<file path="config.mk">
export PLATFORM = sky130hd
export DESIGN_NAME = qds_ctrl
export DESIGN_NICKNAME = d
export VERILOG_FILES = /design/src/rtl/core/qds_pkg.sv /design/src/rtl/core/qds_ctrl.sv
export SDC_FILE = /design/constraint.sdc
export NUM_CORES = 1
export LEC_CHECK = 0
export BUFFER_PORTS_ARGS = -buffer_cell sky130_fd_sc_hd__buf_2
export CAP_MARGIN = 25
export CORE_ASPECT_RATIO = 1.1
export CORE_MARGIN = 5
export CORE_UTILIZATION = 40
export DETAILED_ROUTE_END_ITERATION = 8
export SLEW_MARGIN = 30
export SYNTH_ARGS = -nofsm -noshare
export SYNTH_HDL_FRONTEND = slang
export SYNTH_SLANG_ARGS = --single-unit
</file>
<file path="constraint.sdc">
create_clock -name clk -period 5.2 [get_ports clk]
set_input_delay 0.52 -clock clk [delete_from_list [all_inputs] [get_ports clk]]
set_output_delay 0.52 -clock clk [all_outputs]
set_load 0.01 [all_outputs]
</file>
<file path="src/rtl/core/qds_pkg.sv">
// Shared types, constants, microprogram and arithmetic helpers for the dynamics step core.
`timescale 1ns / 1ps
package qds_pkg;

  localparam int WORD_W = 32;
  localparam int FRAC_W = 16;
  localparam int TS_W   = 17;
  localparam int NREG   = 32;
  localparam int PC_W   = 7;

  localparam logic [TS_W-1:0] TS_RESET = 17'd655;

  typedef struct packed {
    logic signed [WORD_W-1:0] cmd_roll;
    logic signed [WORD_W-1:0] cmd_pitch;
    logic signed [WORD_W-1:0] cmd_yaw;
    logic signed [WORD_W-1:0] cmd_thrust;
  } in_item_t;

  typedef struct packed {
    logic signed [WORD_W-1:0] angle_roll;
    logic signed [WORD_W-1:0] angle_pitch;
    logic signed [WORD_W-1:0] angle_yaw;
    logic signed [WORD_W-1:0] pos_x;
    logic signed [WORD_W-1:0] pos_y;
    logic signed [WORD_W-1:0] pos_z;
  } out_item_t;

  // Micro-operation codes
  localparam logic [2:0] OP_ADD = 3'd0;
  localparam logic [2:0] OP_SUB = 3'd1;
  localparam logic [2:0] OP_MUL = 3'd2;
  localparam logic [2:0] OP_SC  = 3'd3;
  localparam logic [2:0] OP_OUT = 3'd4;

  typedef struct packed {
    logic [2:0] op;
    logic [4:0] dst;
    logic [5:0] a;
    logic [5:0] b;
  } uop_t;

  // Register file addresses (also operand codes below 32)
  localparam logic [5:0] R_W0 = 6'd0,  R_W1 = 6'd1,  R_W2 = 6'd2;
  localparam logic [5:0] R_A0 = 6'd3,  R_A1 = 6'd4,  R_A2 = 6'd5;
  localparam logic [5:0] R_V0 = 6'd6,  R_V1 = 6'd7,  R_V2 = 6'd8;
  localparam logic [5:0] R_P0 = 6'd9,  R_P1 = 6'd10, R_P2 = 6'd11;
  localparam logic [5:0] R_U0 = 6'd12, R_U1 = 6'd13, R_U2 = 6'd14, R_U3 = 6'd15;
  localparam logic [5:0] R_L0 = 6'd16, R_L1 = 6'd17, R_L2 = 6'd18;
  localparam logic [5:0] R_S0 = 6'd19, R_S1 = 6'd20, R_S2 = 6'd21;
  localparam logic [5:0] R_C0 = 6'd22, R_C1 = 6'd23, R_C2 = 6'd24;
  localparam logic [5:0] R_T0 = 6'd25, R_T1 = 6'd26;

  // Non-register operand codes
  localparam logic [5:0] SRC_IN0 = 6'd32, SRC_IN1 = 6'd33, SRC_IN2 = 6'd34;
  localparam logic [5:0] SRC_IN3 = 6'd35, SRC_DT  = 6'd36;
  localparam logic [5:0] K_12  = 6'd37, K_8   = 6'd38, K_10 = 6'd39;
  localparam logic [5:0] K_0P9 = 6'd40, K_0P2 = 6'd41, K_0P5 = 6'd42;
  localparam logic [5:0] K_0P1 = 6'd43, K_KT  = 6'd44, K_NKT = 6'd45;
  localparam logic [5:0] K_G   = 6'd46, K_5   = 6'd47, K_0   = 6'd48, K_6 = 6'd49;

  // Output slots
  localparam logic [5:0] O_ROLL = 6'd0, O_PITCH = 6'd1, O_YAW = 6'd2;
  localparam logic [5:0] O_PX   = 6'd3, O_PY    = 6'd4, O_PZ  = 6'd5;

  localparam logic [PC_W-1:0] PROG_LAST = 7'd65;

  // CORDIC constants
  localparam int CORDIC_ITER = 24;
  localparam logic [19:0] TWO_PI_Q = 20'd411775;
  localparam logic signed [20:0] TWO_PI_R = 21'sd411775;
  localparam logic signed [20:0] PI_R = 21'sd205887;
  localparam logic signed [34:0] PI_Q30 = 35'sd3373259426;
  localparam logic signed [34:0] HALF_PI_Q30 = 35'sd1686629713;
  localparam logic signed [33:0] CORDIC_GAIN = 34'sd652032874;

  typedef struct packed {
    logic            load_in;
    logic            rd;
    logic            ex;
    logic            wb;
    logic            wb_cos;
    logic            publish;
    logic [PC_W-1:0] pc;
  } cmd_t;

  typedef struct packed {
    logic cordic_done;
    logic out_free;
  } sts_t;

  function automatic uop_t mk(input logic [2:0] op, input logic [5:0] dst,
                              input logic [5:0] a, input logic [5:0] b);
    uop_t u;
    u.op = op;
    u.dst = dst[4:0];
    u.a = a;
    u.b = b;
    return u;
  endfunction

  function automatic uop_t uop_rom(input logic [PC_W-1:0] pc);
    uop_t u;
    unique case (pc)
      // effective inputs
      7'd0:  u = mk(OP_ADD, R_U0, SRC_IN0, K_5);
      7'd1:  u = mk(OP_ADD, R_U1, SRC_IN1, K_10);
      7'd2:  u = mk(OP_ADD, R_U2, SRC_IN2, K_0);
      7'd3:  u = mk(OP_ADD, R_U3, SRC_IN3, K_6);
      // roll acceleration
      7'd4:  u = mk(OP_MUL, R_T0, K_0P9, R_W1);
      7'd5:  u = mk(OP_MUL, R_T0, R_T0, R_W2);
      7'd6:  u = mk(OP_MUL, R_T1, K_12, R_U0);
      7'd7:  u = mk(OP_SUB, R_T1, R_T1, R_T0);
      7'd8:  u = mk(OP_ADD, R_L0, R_T1, K_0P1);
      // pitch acceleration
      7'd9:  u = mk(OP_MUL, R_T0, K_0P2, R_W0);
      7'd10: u = mk(OP_MUL, R_T0, R_T0, R_W2);
      7'd11: u = mk(OP_MUL, R_T1, K_8, R_U1);
      7'd12: u = mk(OP_ADD, R_L1, R_T1, R_T0);
      // yaw acceleration
      7'd13: u = mk(OP_MUL, R_T0, K_0P5, R_W1);
      7'd14: u = mk(OP_MUL, R_T0, R_T0, R_W0);
      7'd15: u = mk(OP_MUL, R_T1, K_10, R_U2);
      7'd16: u = mk(OP_SUB, R_L2, R_T1, R_T0);
      // rates
      7'd17: u = mk(OP_MUL, R_T0, R_L0, SRC_DT);
      7'd18: u = mk(OP_ADD, R_W0, R_W0, R_T0);
      7'd19: u = mk(OP_MUL, R_T0, R_L1, SRC_DT);
      7'd20: u = mk(OP_ADD, R_W1, R_W1, R_T0);
      7'd21: u = mk(OP_MUL, R_T0, R_L2, SRC_DT);
      7'd22: u = mk(OP_ADD, R_W2, R_W2, R_T0);
      // angles
      7'd23: u = mk(OP_MUL, R_T0, R_W0, SRC_DT);
      7'd24: u = mk(OP_ADD, R_A0, R_A0, R_T0);
      7'd25: u = mk(OP_MUL, R_T0, R_W1, SRC_DT);
      7'd26: u = mk(OP_ADD, R_A1, R_A1, R_T0);
      7'd27: u = mk(OP_MUL, R_T0, R_W2, SRC_DT);
      7'd28: u = mk(OP_ADD, R_A2, R_A2, R_T0);
      // sine and cosine, cosine lands three entries up
      7'd29: u = mk(OP_SC, R_S0, R_A0, R_A0);
      7'd30: u = mk(OP_SC, R_S1, R_A1, R_A1);
      7'd31: u = mk(OP_SC, R_S2, R_A2, R_A2);
      // x acceleration
      7'd32: u = mk(OP_MUL, R_T0, R_S0, R_S2);
      7'd33: u = mk(OP_MUL, R_T1, R_C0, R_C2);
      7'd34: u = mk(OP_MUL, R_T1, R_T1, R_S1);
      7'd35: u = mk(OP_ADD, R_T0, R_T0, R_T1);
      7'd36: u = mk(OP_MUL, R_T0, K_KT, R_T0);
      7'd37: u = mk(OP_MUL, R_L0, R_T0, R_U3);
      // y acceleration
      7'd38: u = mk(OP_MUL, R_T0, R_C2, R_S0);
      7'd39: u = mk(OP_MUL, R_T1, R_C0, R_S1);
      7'd40: u = mk(OP_MUL, R_T1, R_T1, R_S2);
      7'd41: u = mk(OP_SUB, R_T0, R_T0, R_T1);
      7'd42: u = mk(OP_MUL, R_T0, K_NKT, R_T0);
      7'd43: u = mk(OP_MUL, R_L1, R_T0, R_U3);
      // z acceleration
      7'd44: u = mk(OP_MUL, R_T0, K_KT, R_C1);
      7'd45: u = mk(OP_MUL, R_T0, R_T0, R_C0);
      7'd46: u = mk(OP_MUL, R_T0, R_T0, R_U3);
      7'd47: u = mk(OP_SUB, R_L2, R_T0, K_G);
      // velocities
      7'd48: u = mk(OP_MUL, R_T0, R_L0, SRC_DT);
      7'd49: u = mk(OP_ADD, R_V0, R_V0, R_T0);
      7'd50: u = mk(OP_MUL, R_T0, R_L1, SRC_DT);
      7'd51: u = mk(OP_ADD, R_V1, R_V1, R_T0);
      7'd52: u = mk(OP_MUL, R_T0, R_L2, SRC_DT);
      7'd53: u = mk(OP_ADD, R_V2, R_V2, R_T0);
      // positions
      7'd54: u = mk(OP_MUL, R_T0, R_V0, SRC_DT);
      7'd55: u = mk(OP_ADD, R_P0, R_P0, R_T0);
      7'd56: u = mk(OP_MUL, R_T0, R_V1, SRC_DT);
      7'd57: u = mk(OP_ADD, R_P1, R_P1, R_T0);
      7'd58: u = mk(OP_MUL, R_T0, R_V2, SRC_DT);
      7'd59: u = mk(OP_ADD, R_P2, R_P2, R_T0);
      // result staging
      7'd60: u = mk(OP_OUT, O_ROLL, R_A0, R_A0);
      7'd61: u = mk(OP_OUT, O_PITCH, R_A1, R_A1);
      7'd62: u = mk(OP_OUT, O_YAW, R_A2, R_A2);
      7'd63: u = mk(OP_OUT, O_PX, R_P0, R_P0);
      7'd64: u = mk(OP_OUT, O_PY, R_P1, R_P1);
      7'd65: u = mk(OP_OUT, O_PZ, R_P2, R_P2);
      default: u = mk(OP_OUT, O_ROLL, R_A0, R_A0);
    endcase
    return u;
  endfunction

  function automatic logic signed [WORD_W-1:0] const_val(input logic [5:0] code);
    logic signed [WORD_W-1:0] v;
    unique case (code)
      K_12:    v = 32'sd786432;
      K_8:     v = 32'sd524288;
      K_10:    v = 32'sd655360;
      K_0P9:   v = 32'sd58982;
      K_0P2:   v = 32'sd13107;
      K_0P5:   v = 32'sd32768;
      K_0P1:   v = 32'sd6554;
      K_KT:    v = 32'sd8454;
      K_NKT:   v = -32'sd8454;
      K_G:     v = 32'sd642253;
      K_5:     v = 32'sd327680;
      K_6:     v = 32'sd393216;
      default: v = '0;
    endcase
    return v;
  endfunction

  localparam logic signed [WORD_W:0] SUM_MAX = 33'sd2147483647;
  localparam logic signed [WORD_W:0] SUM_MIN = -33'sd2147483648;
  localparam logic signed [63:0] PROD_MAX = 64'sd2147483647;
  localparam logic signed [63:0] PROD_MIN = -64'sd2147483648;

  function automatic logic signed [WORD_W-1:0] sat_addsub(input logic signed [WORD_W-1:0] a,
                                                          input logic signed [WORD_W-1:0] b,
                                                          input logic sub);
    logic signed [WORD_W:0] s;
    s = sub ? (33'(a) - 33'(b)) : (33'(a) + 33'(b));
    if (s > SUM_MAX) return SUM_MAX[WORD_W-1:0];
    if (s < SUM_MIN) return SUM_MIN[WORD_W-1:0];
    return s[WORD_W-1:0];
  endfunction

  // Floor-shift the full product back to the word, clamp at the rails
  function automatic logic signed [WORD_W-1:0] sat_prod(input logic signed [63:0] p);
    logic signed [63:0] q;
    q = p >>> FRAC_W;
    if (q > PROD_MAX) return PROD_MAX[WORD_W-1:0];
    if (q < PROD_MIN) return PROD_MIN[WORD_W-1:0];
    return q[WORD_W-1:0];
  endfunction

  function automatic logic signed [34:0] atan_q30(input logic [4:0] i);
    logic signed [34:0] v;
    case (i)
      5'd0:  v = 35'sd843314856;
      5'd1:  v = 35'sd497837829;
      5'd2:  v = 35'sd263043836;
      5'd3:  v = 35'sd133525158;
      5'd4:  v = 35'sd67021686;
      5'd5:  v = 35'sd33543515;
      5'd6:  v = 35'sd16775850;
      5'd7:  v = 35'sd8388437;
      5'd8:  v = 35'sd4194282;
      5'd9:  v = 35'sd2097149;
      5'd10: v = 35'sd1048575;
      5'd11: v = 35'sd524287;
      5'd12: v = 35'sd262143;
      5'd13: v = 35'sd131071;
      5'd14: v = 35'sd65535;
      5'd15: v = 35'sd32767;
      5'd16: v = 35'sd16383;
      5'd17: v = 35'sd8191;
      5'd18: v = 35'sd4095;
      5'd19: v = 35'sd2047;
      5'd20: v = 35'sd1023;
      5'd21: v = 35'sd511;
      5'd22: v = 35'sd255;
      5'd23: v = 35'sd127;
      default: v = '0;
    endcase
    return v;
  endfunction

endpackage

</file>
<file path="src/rtl/core/qds_ctrl.sv">
// Controller: steps the microprogram, one read / execute / write-back sequence per operation.
`timescale 1ns / 1ps
module qds_ctrl (
  input  logic          clk,
  input  logic          rst,
  input  logic          in_valid,
  output logic          in_stall,
  input  qds_pkg::sts_t sts,
  output qds_pkg::cmd_t cmd
);
  import qds_pkg::*;

  localparam logic [2:0] S_IDLE = 3'd0;
  localparam logic [2:0] S_RD   = 3'd1;
  localparam logic [2:0] S_EX   = 3'd2;
  localparam logic [2:0] S_CW   = 3'd3;
  localparam logic [2:0] S_WB   = 3'd4;
  localparam logic [2:0] S_WB2  = 3'd5;
  localparam logic [2:0] S_PUB  = 3'd6;

  logic [2:0]      state, state_next;
  logic [PC_W-1:0] pc, pc_next;
  uop_t            cur_uop;
  logic            is_sc;

  assign cur_uop  = uop_rom(pc);
  assign is_sc    = (cur_uop.op == OP_SC);
  assign in_stall = (state != S_IDLE);

  always_comb begin
    state_next  = state;
    pc_next     = pc;
    cmd         = '0;
    cmd.pc      = pc;
    unique case (state)
      S_IDLE: begin
        if (in_valid) begin
          cmd.load_in = 1'b1;
          pc_next     = '0;
          state_next  = S_RD;
        end
      end
      S_RD: begin
        cmd.rd     = 1'b1;
        state_next = S_EX;
      end
      S_EX: begin
        cmd.ex     = 1'b1;
        state_next = is_sc ? S_CW : S_WB;
      end
      S_CW: begin
        if (sts.cordic_done) state_next = S_WB;
      end
      S_WB, S_WB2: begin
        if (state == S_WB) cmd.wb = 1'b1;
        else cmd.wb_cos = 1'b1;
        if (state == S_WB && is_sc) begin
          state_next = S_WB2;
        end else if (pc == PROG_LAST) begin
          state_next = S_PUB;
        end else begin
          pc_next    = pc + 7'd1;
          state_next = S_RD;
        end
      end
      S_PUB: begin
        // hold the staged result until the output register frees up
        if (sts.out_free) begin
          cmd.publish = 1'b1;
          state_next  = S_IDLE;
        end
      end
      default: state_next = S_IDLE;
    endcase
  end

  always_ff @(posedge clk) begin
    if (rst) begin
      state <= S_IDLE;
      pc    <= '0;
    end else begin
      state <= state_next;
      pc    <= pc_next;
    end
  end

endmodule

</file>
==> summary.txt, run 1 <==
Run status
  – Status: finished clean

Global routing
  – First-pass GRT wire length: 4250 um
  – Initial antenna violation count: 0
  – Largest net degree at the start of global routing: 17
  – Total Routing Usage GR: 0.142
  – Vias in the first global route: 922
  – Overflow after GRT: 0

Logic synthesis
  – Most frequent cells after synthesis: 14 x nor2_1, 13 x dfxtp_1, 9 x a21oi_1, 9 x nand2_1, 6 x nand3_1
  – Synth Area in Simple Gates: 0.318
  – EDFF count, synth: 0
  – Syn Std Cell Area: 0.00112 mm2
  – Post-synth ARST share: 0
  – Synth Register Bits: 13
  – Synth top area share: 0.233
  – Ys Warns: 0
  – Largest family of logic cells by synthesized area: simple AND/OR/NAND/NOR gates
  – Synth Net Count: 139
  – Synth top area cells: dfxtp_1 23%, nor2_1 4.7%, nor4b_4 4.3%, a21oi_1 4.0%, xnor2_1 3.9%
  – Post-Syn Instances: 132
  – Synth Area in Compound Gates: 0.276
  – Post-synth cell types: 54
  – Sequential-to-total area share from yosys stat: 0.233
  – Most common cell in the netlist: nor2_1
  – Multiplexer share of the synthesized area: 0.0548
  – Post-Synth Adder-Cell Area: 0.0313
  – Cell taking the most area after synthesis: dfxtp_1
  – Ys flop type: dfxtp_1
  – XOR/XNOR Fraction of Synth Area: 0.0391
  – Syn_area_per_cell: 8.47 um2

Power
  – Leakage power: 0.500 nW
  – PwrDens: 194 mW/mm2
  – VDD IR max: 0.120 mV

Detailed routing
  – Remaining DRCs: 0
  – Antenna violation net count after detailed routing: 0
  – Post-DR wirelength/cell: 14.0 um
  – Final WL: 2530 um
  – DR iter-0 viols: 22
  – Vias: 1009
  – Vias per cell: 5.57
  – DR pass1 iterations: 4

Timing
  – Final setup fails: 0
  – Final worst path period share: 0.503
  – Setup repair after global routing missed its margin: false
  – Final Slew Violations: 0
  – Min Tclk post-route: 2.62 ns
  – Setup Skew: 0.00593 ns
  – Max Fclk: 382 MHz
  – Slew @ Worst Pin: 0.563 ns
  – Slew headroom: 0.623
  – Final hold violations: 0
  – Post-route setup TNS: 0 ns

Place
  – Port-buffer cells: 18
  – DP Area: 0.00122 mm2
  – Routability cong.: 0.884
  – Post-DP HPWL: 1990 um

Critical path
  – Reg2Reg Capture Point: cur_uop[18]
  – Worst-path fanout max: 12
  – End of the critical path: cur_uop[18]
  – Critical Path Start: pc[0]
  – Crit path kind: reg2reg
  – Worst setup EP type: flip-flop
  – Worst setup SP type: flip-flop
  – Arr. time, crit path: 2.78 ns
  – Crit path required time: 5.36 ns
  – Flop-to-flop setup slack: 2.58 ns
  – RR Startpoint: pc[0]
  – R2r worst-path depth: 8

Die
  – Ports: 19
  – Die H: 65.5 um
  – Core area: 0.00273 mm2
  – Initial core utilization: 0.410
  – Row count: 20
  – Die width: 60.4 um
  – Die Area: 0.00396 mm2

Final layout
  – Area Overhead vs Synth: 11.6%
  – Final net count: 156
  – Share of layout cells above drive strength 1: 0.291
  – Finished Cell Area: 0.00125 mm2
  – Inserted Diodes: 0

CTS
  – CTS tree: done
  – CTS Buf Count: 3
  – Clk sinks: 13
  – Post-CTS Setup Bufs: 0
  – CTS Root Cell: clkbuf_4
  – Htree depth: 1
  – Resize count post-CTS: 0
  – Hold_buf cts: 0
  – Clock buffer depth: 2
  – Clock transition at path regs: 0.08 ns
  – Clk Latency, worst-skew pair: 0.28 ns

Hold path
  – HP Class: in2reg

Flow run
  – Max-Cap Viols: 0
==> through the flow <==
step                hold WS [ns]  utilization  worst slack, ns  cells  power (mW)
floorplan                  0.583            -             2.94    132       0.168
global placement           0.612        0.448             2.62    177       0.184
detailed placement         0.592        0.448             2.63    177       0.184
CTS                        0.460        0.458             2.60    181       0.246
global route               0.475        0.458             2.36    181       0.257
finish                     0.468        0.458             2.58    181       0.242
==> worst max-delay path, stage by stage (launching register included) <==
cell      delay [ns]
dfxtp_1         0.55
ha_1            0.22
nor4b_4         0.46
a211oi_4        0.18
nor2_2          0.15
mux2i_2         0.33
mux2_4          0.34
o21ai_1         0.18
a211oi_2        0.08
==> how the worst min path moves through the flow <==
stage | slack (ns) | startpoint | endpoint | depth (start not counted)
5_1_grt | 0.48 | rst | state[1] | 2
3_3_place_gp | 0.61 | pc[1] | pc[1] | 2
4_1_cts | 0.46 | rst | state[2] | 2
2_1_floorplan | 0.58 | pc[1] | pc[1] | 2
6_report | 0.47 | rst | state[2] | 2
3_5_place_dp | 0.59 | pc[1] | pc[1] | 2
==> layout make-up <==
class	instances	area [um2]
Fill cell	281	1480
Multi-Input combinational cell	106	805
Sequential cell	13	260
Timing Repair Buffer	18	90.1
Tap cell	33	41.3
Clock buffer	4	26.3
Inverter	7	26.3
==> layout by cell type (no fill, tap or decap), types with 2 or more instances in the layout <==
master	Yosys	routed
nor3_1	3	3
or3_1	2	2
ha_1	2	2
inv_1	4	4
nor2b_1	4	4
xnor2_1	5	5
dfxtp_1	13	13
nor2_1	14	14
nand2_1	9	9
a21oi_1	9	9
nor4b_4	2	2
nand3_1	6	6
and3_1	2	2
nand3b_1	2	2
o21ai_2	3	3
buf_2	4	18
a211oi_2	2	2
o21ai_0	3	3
a211oi_1	2	2
and4b_1	2	2
nand2b_1	2	2
clkbuf_4	0	3
inv_2	3	3
mux2_2	2	2
==> power by group <==
part | switching [mW] | leakage (nW) | internal (mW) | total (mW)
Sequential | 0.0128 | 0.105 | 0.103 | 0.116
Clock | 0.0311 | 0.0150 | 0.0298 | 0.0608
Combinational | 0.0342 | 0.380 | 0.0312 | 0.0654
Total | 0.0781 | 0.500 | 0.164 | 0.242
==> logic make-up after synthesis <==
group,Yosys count
xor+xnor,5
fa+ha+maj,3
buf+inv,13
flops,13
simple gates,56
compound gates,37
mux,5
==> state kept, by name (all words and copies together), names as in the netlist <==
| name | cells |
|---|---|
| cur_uop | 3 |
| pc | 7 |
| state | 3 |
==> routing by layer <==
layer	up-vias	wire length [um]	share of wire	global-route usage
li1	522	-	-	-
met1	456	1180	0.47	0.199
met2	24	1130	0.45	0.207
met3	7	135	0.053	0.0118
met4	0	79	0.031	0.0840
met5	-	0	0	0
No activity file was read; power rests on OpenSTA's default activity.
==> run 2, diff against run 1 <==
==> constraint.sdc (replaced) <==
create_clock -name clk -period 2.7 [get_ports clk]
set_input_delay 0.27 -clock clk [delete_from_list [all_inputs] [get_ports clk]]
set_output_delay 0.27 -clock clk [all_outputs]
set_load 0.01 [all_outputs]
==> summary.txt, run 2 (synthesized netlist as in run 1, its figures left out) <==
Run status
  – Status: finished clean

Detailed routing
  – Remaining DRCs: 0
  – Antenna violation net count after detailed routing: 0
  – Final WL: 2790 um
  – Vias per cell: 5.57
  – Post-DR wirelength/cell: 14.8 um
  – DR iter-0 viols: 50
  – DR pass1 iterations: 4
  – Vias: 1048

Global routing
  – Vias in the first global route: 991
  – Met3 Use GR: 0.0157
  – Largest net degree at the start of global routing: 15
  – Met1 GRT Util: 0.210
  – Busiest grt layer: met2
  – Initial antenna violation count: 0
  – First-pass GRT wire length: 4670 um
  – Total Routing Usage GR: 0.156
  – Overflow after GRT: 0
  – Met2 usage in global routing: 0.242

Timing
  – Final hold violations: 0
  – Final worst path period share: 0.934
  – Post-route setup TNS: 0 ns
  – Setup repair after global routing missed its margin: false
  – Final Slew Violations: 0
  – Final setup fails: 0
  – Slew headroom: 0.577
  – Min Tclk post-route: 2.52 ns
  – Max Fclk: 396 MHz
  – Slew @ Worst Pin: 0.634 ns
  – WHS: 0.215 ns
  – Setup Skew: 0.00547 ns

Hold path
  – Hold EP: state[2]
  – HP Class: in2reg
  – Worst min-delay path startpoint: rst
  – Hold Path Depth: 2

Final layout
  – Area Overhead vs Synth: 17.0%
  – Multi-input logic area: 812 um2
  – Most common cell after layout, fill and taps aside: buf_2
  – Non-Filler Instances: 188
  – Inserted Diodes: 0
  – Final Util: 0.480
  – Number of fillers in the final layout: 263
  – Share of layout cells above drive strength 1: 0.329
  – Max reg flops: 7
  – Sequential cell area: 260 um2
  – Largest Register: pc
  – Commonest non-fill, non-tap cells in the layout: 18 x buf_2, 14 x nor2_1, 13 x dfxtp_1, 9 x nand2_1, 9 x a21oi_1
  – Final net count: 163

CTS
  – Htree depth: 1
  – CTS Buf Count: 3
  – Clock buffer depth: 2
  – Clk Latency, worst-skew pair: 0.28 ns
  – CTS tree: done
  – CTS Root Cell: clkbuf_4
  – Clock transition at path regs: 0.09 ns
  – Hold_buf cts: 0
  – Clk sinks: 13

Die
  – Core area: 0.00273 mm2
  – Die width: 60.4 um
  – Ports: 19
  – Die Area: 0.00396 mm2
  – Row count: 20
  – Initial core utilization: 0.410
  – Die H: 65.5 um

Critical path
  – Critical Path Slowest Stage Cell: dfxtp_1
  – RR Startpoint: pc[0]
  – Worst-path fanout max: 12
  – Worst setup SP type: flip-flop
  – Worst path max stage delay: 0.43 ns
  – Flop-to-flop setup slack: 0.18 ns
  – Reg2Reg Capture Point: cur_uop[17]
  – Arr. time, crit path: 2.68 ns
  – Critical Path, Cell by Cell: ha_1 > nor4b_4 > buf_4 > a211oi_4 > a21boi_1 > o21ai_2 > mux2_4 > a2bb2oi_1 > o22ai_2
  – Critical Path Start: pc[0]
  – Crit path required time: 2.86 ns
  – R2r worst-path depth: 9
  – Worst setup EP type: flip-flop
  – Crit path kind: reg2reg

Power
  – VDD IR max: 0.257 mV
  – Leakage power: 0.547 nW
  – PwrDens: 374 mW/mm2

Place
  – Placed cells: 182
  – Routability cong.: 0.939
  – Port-buffer cells: 18
  – Post-DP HPWL: 2130 um

Flow run
  – Max-Cap Viols: 0
==> run 2: cell count changes in the layout (fill, tap and decap cells not counted), sizes merged <==
cell / change
buf: +7
==> run 2: layout make-up <==
type                    count  share of cell area
clock buffers               4              0.0201
repair buffers             25               0.109
inverters                   7              0.0201
multi-input cells         106               0.620
well taps                  33              0.0315
flip-flops and latches     13               0.199
==> run 2: worst max path at each step <==
stage	endpoint	depth (start not counted)	slack [ns]
finish	cur_uop[17]	9	0.18
global route	cur_uop[17]	9	0.01
CTS	cur_uop[18]	8	0.10
detailed placement	cur_uop[18]	8	0.14
global placement	cur_uop[18]	8	0.11
floorplan	cur_uop[18]	10	0.44
==> run 2: timing repair <==
action | 4_1_cts | 5_1_grt
gates resized for setup | 0 | 1
endpoints found under the setup margin | 0 | 2
setup buffers | 0 | 2
==> run 2: per-layer routing <==
layer,wire length (um),up-vias
met5,0,-
met4,46,0
met3,123,4
met2,1340,28
met1,1280,482
li1,-,534
==> run 2: critical path, delay by kind of cell, from the launching register on <==
kind                       cells  cell delay [ns]
and+or+nand+nor                1             0.13
adders and majority gates      1             0.26
AOI/OAI and AO/OA              5             1.18
DFF                            1             0.43
muxes                          1             0.23
buffers and inverters          1             0.18
==> run 2: metrics by stage <==
| step | area, um2 | worst slack (ns) | power [mW] |
|---|---|---|---|
| final | 1310 | 0.177 | 0.489 |
| after global routing | 1310 | 0.0107 | 0.523 |
| after CTS | 1290 | 0.102 | 0.493 |
| after detailed placement | 1260 | 0.137 | 0.366 |
| after global placement | 1260 | 0.114 | 0.366 |
| after floorplan | 1120 | 0.439 | 0.323 |
==> run 2: power by group <==
group | internal, mW | switching (mW) | total, mW
logic | 0.0697 | 0.0887 | 0.158
registers | 0.199 | 0.00608 | 0.205
clock network | 0.0572 | 0.0686 | 0.126
